**config.mk**
```make
export PLATFORM = sky130hd
export DESIGN_NAME = branch_condition_and_target_unit
export DESIGN_NICKNAME = d
export VERILOG_FILES = /design/src/bctu_pkg.sv /design/src/branch_condition_and_target_unit.sv /design/src/bctu_cond_eval.sv
export SDC_FILE = /design/constraint.sdc
export NUM_CORES = 1
export LEC_CHECK = 0
export ABC_CLOCK_PERIOD_IN_PS = 5400
export BUFFER_PORTS_ARGS = -buffer_cell sky130_fd_sc_hd__buf_4
export CORE_ASPECT_RATIO = 1.5
export CORE_UTILIZATION = 50
export CTS_CLUSTER_SIZE = 16
export DETAILED_ROUTE_END_ITERATION = 8
export GPL_ROUTABILITY_DRIVEN = 1
export PLACE_DENSITY = 0.75
export SYNTH_ARGS = -nofsm -noshare
export SYNTH_HDL_FRONTEND = slang
export SYNTH_SLANG_ARGS = --single-unit
export TNS_END_PERCENT = 30
```
**constraint.sdc**
```tcl
create_clock -name aclk -period 5.4 [get_ports aclk]
set_input_delay 0 -clock aclk [delete_from_list [all_inputs] [get_ports aclk]]
set_output_delay 0 -clock aclk [all_outputs]
set_load 0.02 [all_outputs]
```
**src/bctu_pkg.sv**
```systemverilog
`timescale 1ns / 1ps
`default_nettype none

package bctu_pkg;

    // Size of the register file seen by the exchange forms
    localparam int          REG_COUNT  = 16;
    localparam int          REG_CMP_W  = 9;
    localparam logic [REG_CMP_W-1:0] REG_LIMIT = REG_CMP_W'(REG_COUNT);

    // Status flag bit positions
    localparam int FLAG_Z = 0;
    localparam int FLAG_N = 1;
    localparam int FLAG_V = 2;
    localparam int FLAG_B = 3;
    localparam int FLAG_C = 4;
    localparam int FLAG_O = 5;

    // Branch variants, low three opcode bits (bit 3 selects the link forms)
    localparam logic [2:0] OPV_JR_ALWAYS = 3'd0;
    localparam logic [2:0] OPV_JR_FLAG   = 3'd1;
    localparam logic [2:0] OPV_JR_OPND   = 3'd2;
    localparam logic [2:0] OPV_JA_REG    = 3'd3;
    localparam logic [2:0] OPV_JA_IMM    = 3'd4;
    localparam logic [2:0] OPV_JA_FLAG   = 3'd5;
    localparam logic [2:0] OPV_JA_OPND   = 3'd6;
    localparam logic [2:0] OPV_XCHG_REG  = 3'd7;
    localparam int         OP_LINK_BIT   = 3;

    // Flag condition codes
    localparam logic [3:0] FC_Z         = 4'h0;
    localparam logic [3:0] FC_NZ        = 4'h1;
    localparam logic [3:0] FC_VEQN_NZ   = 4'h2;
    localparam logic [3:0] FC_VNEN_NZ   = 4'h3;
    localparam logic [3:0] FC_VEQN_OR_Z = 4'h4;
    localparam logic [3:0] FC_VNEN_OR_Z = 4'h5;
    localparam logic [3:0] FC_NB_NZ     = 4'h6;
    localparam logic [3:0] FC_B_NZ      = 4'h7;
    localparam logic [3:0] FC_NB_OR_Z   = 4'h8;
    localparam logic [3:0] FC_B_OR_Z    = 4'h9;
    localparam logic [3:0] FC_C         = 4'hA;
    localparam logic [3:0] FC_NC        = 4'hB;
    localparam logic [3:0] FC_N         = 4'hC;
    localparam logic [3:0] FC_O         = 4'hD;
    localparam logic [3:0] FC_V         = 4'hE;
    localparam logic [3:0] FC_NV        = 4'hF;

    // Operand condition codes
    localparam logic [3:0] OC_EQZ      = 4'h0;
    localparam logic [3:0] OC_NEZ      = 4'h1;
    localparam logic [3:0] OC_GTZ      = 4'h2;
    localparam logic [3:0] OC_LTZ      = 4'h3;
    localparam logic [3:0] OC_GEZ      = 4'h4;
    localparam logic [3:0] OC_LEZ      = 4'h5;
    localparam logic [3:0] OC_NEZ_ALT  = 4'h6;
    localparam logic [3:0] OC_NEVER    = 4'h7;
    localparam logic [3:0] OC_ALWAYS   = 4'h8;
    localparam logic [3:0] OC_EQZ_ALT  = 4'h9;
    localparam logic [3:0] OC_NZ_EQ_C  = 4'hA;
    localparam logic [3:0] OC_NZ_NE_C  = 4'hB;
    localparam logic [3:0] OC_NZ_EQ_N  = 4'hC;
    localparam logic [3:0] OC_NZ_EQ_O  = 4'hD;
    localparam logic [3:0] OC_NZ_EQ_V  = 4'hE;
    localparam logic [3:0] OC_NZ_NE_V  = 4'hF;

    typedef struct packed {
        logic [3:0]  op;
        logic [3:0]  cond;
        logic [5:0]  status_flags;
        logic [31:0] reg_value;
        logic [3:0]  reg_index;
        logic [31:0] immediate;
        logic [31:0] pc_now;
    } bctu_in_t;

    typedef struct packed {
        logic        taken;
        logic [31:0] next_pc;
        logic        push_valid;
        logic [31:0] push_value;
        logic        write_valid;
        logic [3:0]  write_index;
        logic [31:0] write_value;
    } bctu_out_t;

    // Both condition results, handed from the evaluator to the datapath
    typedef struct packed {
        logic flag_ok;
        logic opnd_ok;
    } bctu_cond_t;

endpackage

`default_nettype wire

```
**src/branch_condition_and_target_unit.sv**
```systemverilog
`timescale 1ns / 1ps
`default_nettype none

// Channel   Ports                        Payload      Direction
// -------   --------------------------   ----------   ---------
// input     s_valid, s_ready, s_data     bctu_in_t    in
// result    m_valid, m_ready, m_data     bctu_out_t   out
//
// Two register stages: an input register, then condition test, target add and
// select, then the result register. The input register loads the result register,
// which holds the result until it is taken; one transfer per cycle is sustained
// while m_ready stays high.
// A stalled result holds in the result register; the input register still
// fills while it is empty or while the result register is empty or being taken.
// Reset (aresetn low, synchronous) empties both stages.

module branch_condition_and_target_unit (
    input  wire logic                aclk,
    input  wire logic                aresetn,
    input  wire logic                s_valid,
    output logic                     s_ready,
    input  wire bctu_pkg::bctu_in_t  s_data,
    output logic                     m_valid,
    input  wire logic                m_ready,
    output bctu_pkg::bctu_out_t      m_data
);
    import bctu_pkg::*;

    logic       in_vld_reg;
    bctu_in_t   in_reg;
    logic       out_vld_reg;
    bctu_out_t  out_reg;
    bctu_out_t  out_next;
    logic       adv_in;
    logic       adv_out;

    bctu_cond_t  cond_res;
    logic [31:0] rel_off;
    logic [31:0] rel_tgt;
    logic [31:0] tgt;
    logic        taken;
    logic        exch;

    // Pipeline flow control
    assign adv_out = !out_vld_reg || m_ready;
    assign adv_in  = !in_vld_reg || adv_out;
    assign s_ready = adv_in;
    assign m_valid = out_vld_reg;
    assign m_data  = out_reg;

    // Input register
    always_ff @(posedge aclk) begin
        if (!aresetn) begin
            in_vld_reg <= 1'b0;
        end else if (adv_in) begin
            in_vld_reg <= s_valid;
        end
        if (adv_in && s_valid) begin
            in_reg <= s_data;
        end
    end

    // Condition tests
    bctu_cond_eval u_cond (
        .cond         (in_reg.cond),
        .status_flags (in_reg.status_flags),
        .reg_value    (in_reg.reg_value),
        .result       (cond_res)
    );

    // Relative target: sign-extended low immediate half, wraps at 2^32
    assign rel_off = {{16{in_reg.immediate[15]}}, in_reg.immediate[15:0]};
    assign rel_tgt = in_reg.pc_now + rel_off;

    // Variant decode: target source and taken decision
    always_comb begin
        exch = 1'b0;
        case (in_reg.op[2:0])
            OPV_JR_ALWAYS: begin
                tgt   = rel_tgt;
                taken = 1'b1;
            end
            OPV_JR_FLAG: begin
                tgt   = rel_tgt;
                taken = cond_res.flag_ok;
            end
            OPV_JR_OPND: begin
                tgt   = rel_tgt;
                taken = cond_res.opnd_ok;
            end
            OPV_JA_IMM: begin
                tgt   = in_reg.immediate;
                taken = 1'b1;
            end
            OPV_JA_FLAG: begin
                tgt   = in_reg.immediate;
                taken = cond_res.flag_ok;
            end
            OPV_JA_OPND: begin
                tgt   = in_reg.immediate;
                taken = cond_res.opnd_ok;
            end
            OPV_JA_REG: begin
                tgt   = in_reg.reg_value;
                taken = 1'b1;
            end
            default: begin
                tgt   = in_reg.reg_value;
                taken = 1'b1;
                exch  = 1'b1;
            end
        endcase
    end

    // Result assembly
    always_comb begin
        out_next.taken       = taken;
        out_next.next_pc     = taken ? tgt : in_reg.pc_now;
        out_next.push_valid  = taken && in_reg.op[OP_LINK_BIT];
        out_next.push_value  = in_reg.pc_now;
        out_next.write_valid = exch && ({5'd0, in_reg.reg_index} < REG_LIMIT);
        out_next.write_index = in_reg.reg_index;
        out_next.write_value = in_reg.pc_now;
    end

    // Result register
    always_ff @(posedge aclk) begin
        if (!aresetn) begin
            out_vld_reg <= 1'b0;
        end else if (adv_out) begin
            out_vld_reg <= in_vld_reg;
        end
        if (adv_out && in_vld_reg) begin
            out_reg <= out_next;
        end
    end

    // Checks
    a_reset_empty: assert property (@(posedge aclk) !aresetn |=> !m_valid)
        else $error("result valid after reset");

    a_stage_moves: assert property (@(posedge aclk) disable iff (!aresetn)
        in_vld_reg && adv_out |=> m_valid)
        else $error("input stage item lost");

    a_not_taken_pc: assert property (@(posedge aclk) disable iff (!aresetn)
        m_valid && !m_data.taken |-> m_data.next_pc == m_data.push_value)
        else $error("not-taken branch changed pc");

    a_push_taken: assert property (@(posedge aclk) disable iff (!aresetn)
        m_valid && m_data.push_valid |-> m_data.taken)
        else $error("link push without taken branch");

    a_write_taken: assert property (@(posedge aclk) disable iff (!aresetn)
        m_valid && m_data.write_valid |-> m_data.taken
            && m_data.write_value == m_data.push_value)
        else $error("exchange write inconsistent");

endmodule

`default_nettype wire

```
**src/bctu_cond_eval.sv**
```systemverilog
`timescale 1ns / 1ps
`default_nettype none

module bctu_cond_eval (
    input  wire logic [3:0]          cond,
    input  wire logic [5:0]          status_flags,
    input  wire logic [31:0]         reg_value,
    output bctu_pkg::bctu_cond_t     result
);
    import bctu_pkg::*;

    logic z, n, v, b, c, o;
    logic nz, neg;

    assign z   = status_flags[FLAG_Z];
    assign n   = status_flags[FLAG_N];
    assign v   = status_flags[FLAG_V];
    assign b   = status_flags[FLAG_B];
    assign c   = status_flags[FLAG_C];
    assign o   = status_flags[FLAG_O];
    assign nz  = |reg_value;
    assign neg = reg_value[31];

    always_comb begin
        // Flag tests
        unique case (cond)
            FC_Z:         result.flag_ok = z;
            FC_NZ:        result.flag_ok = !z;
            FC_VEQN_NZ:   result.flag_ok = (v == n) && !z;
            FC_VNEN_NZ:   result.flag_ok = (v != n) && !z;
            FC_VEQN_OR_Z: result.flag_ok = (v == n) || z;
            FC_VNEN_OR_Z: result.flag_ok = (v != n) || z;
            FC_NB_NZ:     result.flag_ok = !b && !z;
            FC_B_NZ:      result.flag_ok = b && !z;
            FC_NB_OR_Z:   result.flag_ok = !b || z;
            FC_B_OR_Z:    result.flag_ok = b || z;
            FC_C:         result.flag_ok = c;
            FC_NC:        result.flag_ok = !c;
            FC_N:         result.flag_ok = n;
            FC_O:         result.flag_ok = o;
            FC_V:         result.flag_ok = v;
            default:      result.flag_ok = !v;
        endcase

        // Operand against zero; the unsigned below-zero test is never true
        unique case (cond)
            OC_EQZ:     result.opnd_ok = !nz;
            OC_NEZ:     result.opnd_ok = nz;
            OC_GTZ:     result.opnd_ok = !neg && nz;
            OC_LTZ:     result.opnd_ok = neg;
            OC_GEZ:     result.opnd_ok = !neg;
            OC_LEZ:     result.opnd_ok = neg || !nz;
            OC_NEZ_ALT: result.opnd_ok = nz;
            OC_NEVER:   result.opnd_ok = 1'b0;
            OC_ALWAYS:  result.opnd_ok = 1'b1;
            OC_EQZ_ALT: result.opnd_ok = !nz;
            OC_NZ_EQ_C: result.opnd_ok = (nz == c);
            OC_NZ_NE_C: result.opnd_ok = (nz != c);
            OC_NZ_EQ_N: result.opnd_ok = (nz == n);
            OC_NZ_EQ_O: result.opnd_ok = (nz == o);
            OC_NZ_EQ_V: result.opnd_ok = (nz == v);
            default:    result.opnd_ok = (nz != v);
        endcase
    end

endmodule

`default_nettype wire

```
# After elaboration in Yosys (flattened, before gate mapping)
# Index checks and enable logic that the tools add are counted.
# W data, S select, Z words.
dict set report classes {
  n_reduce_logical 33
  add_sub_neg 1
  muxes 6
  eq_ne 28
}
# op n
set op_table {}
lappend op_table {{$pmux W32 S2} 1}
lappend op_table {{$add A32 B32 Y32} 1}
lappend op_table {{$mux W32} 1}
lappend op_table {{$reduce_or A32 Y1} 1}
lappend op_table {{$eq A4 B4 Y1 const B} 7}
lappend op_table {{$eq A4 B3 Y1 const B} 4}
lappend op_table {{$pmux W1 S15} 1}
lappend op_table {{$pmux W1 S13} 1}
lappend op_table {{$eq A3 B3 Y1 const B} 3}
lappend op_table {{$eq A4 B2 Y1 const B} 2}
lappend op_table {{$logic_and A1 B1 Y1} 8}
lappend op_table {{$logic_not A1 Y1} 8}
lappend op_table {{$reduce_or A2 Y1} 4}
lappend op_table {{$logic_or A1 B1 Y1} 7}
lappend op_table {{$reduce_or A7 Y1} 1}
lappend op_table {{$eq A3 B2 Y1 const B} 2}
lappend op_table {{$reduce_or A3 Y1} 2}
lappend op_table {{$eq A1 B1 Y1} 5}
lappend op_table {{$eq A4 B1 Y1 const B} 1}
lappend op_table {{$logic_not A4 Y1} 1}
lappend op_table {{$eq A3 B1 Y1 const B} 1}
lappend op_table {{$logic_not A3 Y1} 1}
lappend op_table {{$ne A1 B1 Y1} 3}
lappend op_table {{$pmux W1 S2} 1}
lappend op_table {{$mux W1} 1}
dict set report totals {
  ff_bits 187
  word_cells 83
  output_inout_bits 105
  inputBits 118
}

# Logic depth before layout (Yosys ltp)
dict set report depth {
  ltp_word 6
  depth_mapped 11
  mapped_depth_nobuf 10
}

# Cells and area by module
# From an unflattened synthesis, not the netlist that was laid out.
dict set report hier_totals {
  hier_cells 723
  area_unflattened_um2 9048.7
}
# mod area_per_inst_um2 seq_area_each_um2 instances cells_per_inst
set modules_own_cells {}
lappend modules_own_cells {branch_condition_and_target_unit 8558.2 5595.4 1 648}
lappend modules_own_cells {bctu_cond_eval 490.5 0.0 1 75}

# Worst setup path before layout
# No wires, ideal clock.
dict set report synth_timing {
  path_type {reg2reg}
  from {reg out_vld_reg, in the netlist m_valid}
  to {reg out_reg (netlist bit m_data[0]), enable pin}
  path_buffers 0
  stages_incl_launch_ff 3
  setup_ns 0.509
  period_less_slack_ns 4.222
  arrival_time_ns 3.713
  slack_ns 1.178
  t_required_ns 4.891
  cell_sequence {dfxtp_1 -> nor2b_1 -> nor2b_1}
}
dict set report synth_via {
  elab_chain_cells 3
}
# element line_no
set synth_lines {}
lappend synth_lines {{start: declaration} branch_condition_and_target_unit.sv:31} ;# logic out_vld_reg;
lappend synth_lines {{start signal: assignment} branch_condition_and_target_unit.sv:131} ;# out_vld_reg <= in_vld_reg;
lappend synth_lines {{$logic_not A1 Y1} branch_condition_and_target_unit.sv:45} ;# assign adv_out = !out_vld_reg || m_ready;
lappend synth_lines {{$logic_or A1 B1 Y1} branch_condition_and_target_unit.sv:45}
lappend synth_lines {{$logic_and A1 B1 Y1} branch_condition_and_target_unit.sv:133} ;# if (adv_out && in_vld_reg) begin
lappend synth_lines {{end signal: assignment} branch_condition_and_target_unit.sv:134} ;# out_reg <= out_next;
lappend synth_lines {{end: declaration} branch_condition_and_target_unit.sv:32} ;# bctu_out_t out_reg;
# No other way between the ends.
# A chain may end at the register's enable or synchronous reset.

==> flow_metrics.tcl <==
set metrics [dict create \
    run_status "completed" \
    peakVddDrop_uv 220 \
    cts_setup_buffers 0 \
    die_area_um2 19300 \
    finalCritPeriodShare_pct 66.5 \
    synth.largest_area_cell "edfxtp_1" \
    power.leakage_uw 0.00516 \
    syn_inst 752 \
    rsz0062_at_grt "false" \
    synth_edf_count 185 \
    cts_tree "built" \
    cts.sinks 187 \
    clkTransAtPathRegs_ns 0.08 \
    ys.warnings.count 0 \
    wl_um 25700 \
    critPathMaxFanout 18 \
    cts-resized-gates 0 \
    coreArea_um2 18500 \
    start_util_pct 50.8 \
    clk_latency_ns 0.45 \
    power_density_nw_per_um2 290 \
    cts_buffer_depth 2 \
    whs_ns 0.263 \
    clockRootBuffer "clkbuf_16" \
    setup-tns-final_ns 0 \
    crit_path_end_kind "flop" \
    antenna_found_initial 0 \
    grt_usage_pct 27.0 \
    crit_required_ns 5.69 \
    fin_nets 1205 \
    ant_nets 0 \
    timing.fmax_mhz 278 \
    maxSlewHeadroom_pct 28.7 \
    dp_cells 1170 \
    fp.dieW_um 114 \
    die_h_um 170 \
    crit_arrival_ns 3.88 \
    drcViolationCount 0 \
    cts-htree-levels 4 \
    grt_pass1_wl_um 39000 \
    finalSetupViolCount 0 \
    yosysTopAreaCellShare_pct 59.2 \
    seq_area_frac_synth_pct 59.6 \
    synth-seq-cells 187 \
    synth_flop_cell "edfxtp_1" \
    rows 61 \
    worstSetupStartpointType "flop" \
    synth_common_cells "edfxtp_1, nand2_1, a21oi_1" \
    syn_area_per_cell_um2 12.5 \
    synth.most_common_cell "edfxtp_1" \
    cap_violations 0 \
    dr.pass1.iters 5 \
    synth_top_cells_by_area "edfxtp_1, ha_1, a21oi_1" \
    grt_pass1_vias 7343 \
    routedWlPerCell_um 19.5 \
    final_util_pct 69.6 \
    hold_path_class "input port to flop" \
    synthArstFlopShare_pct 0 \
    maxSlewViolCount 0 \
    hold_violations 0 \
    grt_max_degree 81 \
    crit_type "flop to flop" \
    io_buffers 222 \
    gp_congestion 0.964 \
    n_antenna_cell 0 \
    hpwl_um 16700 \
    area_growth_pct 37.0 \
    via_per_inst 5.62 \
    syn_area_um2 9380 \
    overflow 0 \
    skew_ns 0.0161 \
    io_pins 223 \
    tightest_slew_ns 1.07 \
    min_period_ns 3.59 \
    ys_types 76 \
    stdcell_count 1320 \
    drive_gt1_share_pct 26.6 \
    largest_reg_flops 114 \
    vias 7418 \
    cts_buffers 17 \
    postCtsHoldBufs 118 \
    drt_iter0_markers 552 \
    syn_nets 902 \
]
worst max-delay path: stages (launching register included):
cell,delay (ns)
edfxtp_1,0.83
ha_1,0.42
a21o_1,0.23
o21bai_1,0.17
a311oi_1,0.61
nand3b_1,0.18
o211ai_1,0.26
a31oi_1,0.17
o41a_1,0.39
o211ai_1,0.16
worst paths after layout:
| path | from | end | slack (ns) | cells past startpoint |
|---|---|---|---|---|
| setup / recovery | in_reg[47]$_DFFE_PP_ | m_data[101]$_DFFE_PP_ | 1.81 | 9 |
| hold / removal | s_data[1] | in_reg[1]$_DFFE_PP_ | 0.26 | 2 |
| setup reg to reg | in_reg[47]$_DFFE_PP_ | m_data[101]$_DFFE_PP_ | 1.81 | 9 |
| hold reg to reg | in_reg[67]$_DFFE_PP_ | m_data[35]$_DFFE_PP_ | 0.42 | 0 |
routing by layer:
layer / routed length, um / up-vias / track usage [%]
li1: - / 3509 / -
met4: 859 / 0 / 11.8
met1: 10000 / 3514 / 33.0
met5: 0 / - / 0
met3: 1570 / 58 / 3.82
met2: 13300 / 337 / 47.3
final cells by class:
type / instances / area [um^2]
multi-input combinational: 485 / 3360
inverter: 17 / 68.8
clock inverter: 15 / 194
fill: 1330 / 5610
tap: 252 / 315
timing repair buffer: 347 / 2900
clock buffer: 17 / 425
sequential: 187 / 5600
cells by family after synthesis:
| logic type | share of synthesized area [%] |
|---|---|
| adder cells (fa/ha/maj) | 4.35 |
| AND/OR/NAND/NOR | 10.8 |
| buffers and inverters | 4.75 |
| multiplexers | 2.75 |
| flip-flops | 59.6 |
| XOR/XNOR | 2.05 |
| AO/OA/AOI/OAI | 15.7 |
placed cells by master (no fill, tap or decap), types with 8 or more instances in the layout:
master         netlist  final
ha_1                31     31
o21ai_0             44     44
edfxtp_1           185    185
o211ai_1            10     10
nand2_1             52     52
o21ai_1              8      8
dlygate4sd3_1        0    118
buf_4               32    229
nand3_1             11     11
a21o_1              21     21
and2_1               9      8
inv_1               16     16
nor3_1              12     12
mux2i_1             10     10
clkbuf_16            0     17
a211oi_1            10     10
nor4_1               8      8
a21oi_1             51     51
xor2_1              11     11
nor2_1              38     38
a31oi_1             12     12
and3_1              17     17
xnor2_1             11     11
power breakdown:
part / switching (uW) / total (uW) / internal, uW
Combinational: 370 / 699 / 329
Sequential: 58.5 / 1760 / 1710
Clock: 635 / 1270 / 633
Total: 1060 / 3730 / 2670
through the flow:
step	worst slack, ns	area, um^2	total power (uW)
final	1.81	12900	3730
after global routing	1.65	12900	3860
after CTS	1.89	12900	3740
after detailed placement	1.98	11100	2410
after global placement	1.98	11100	2400
after floorplan	1.18	9380	2190
(Power assumes the default switching activity.)
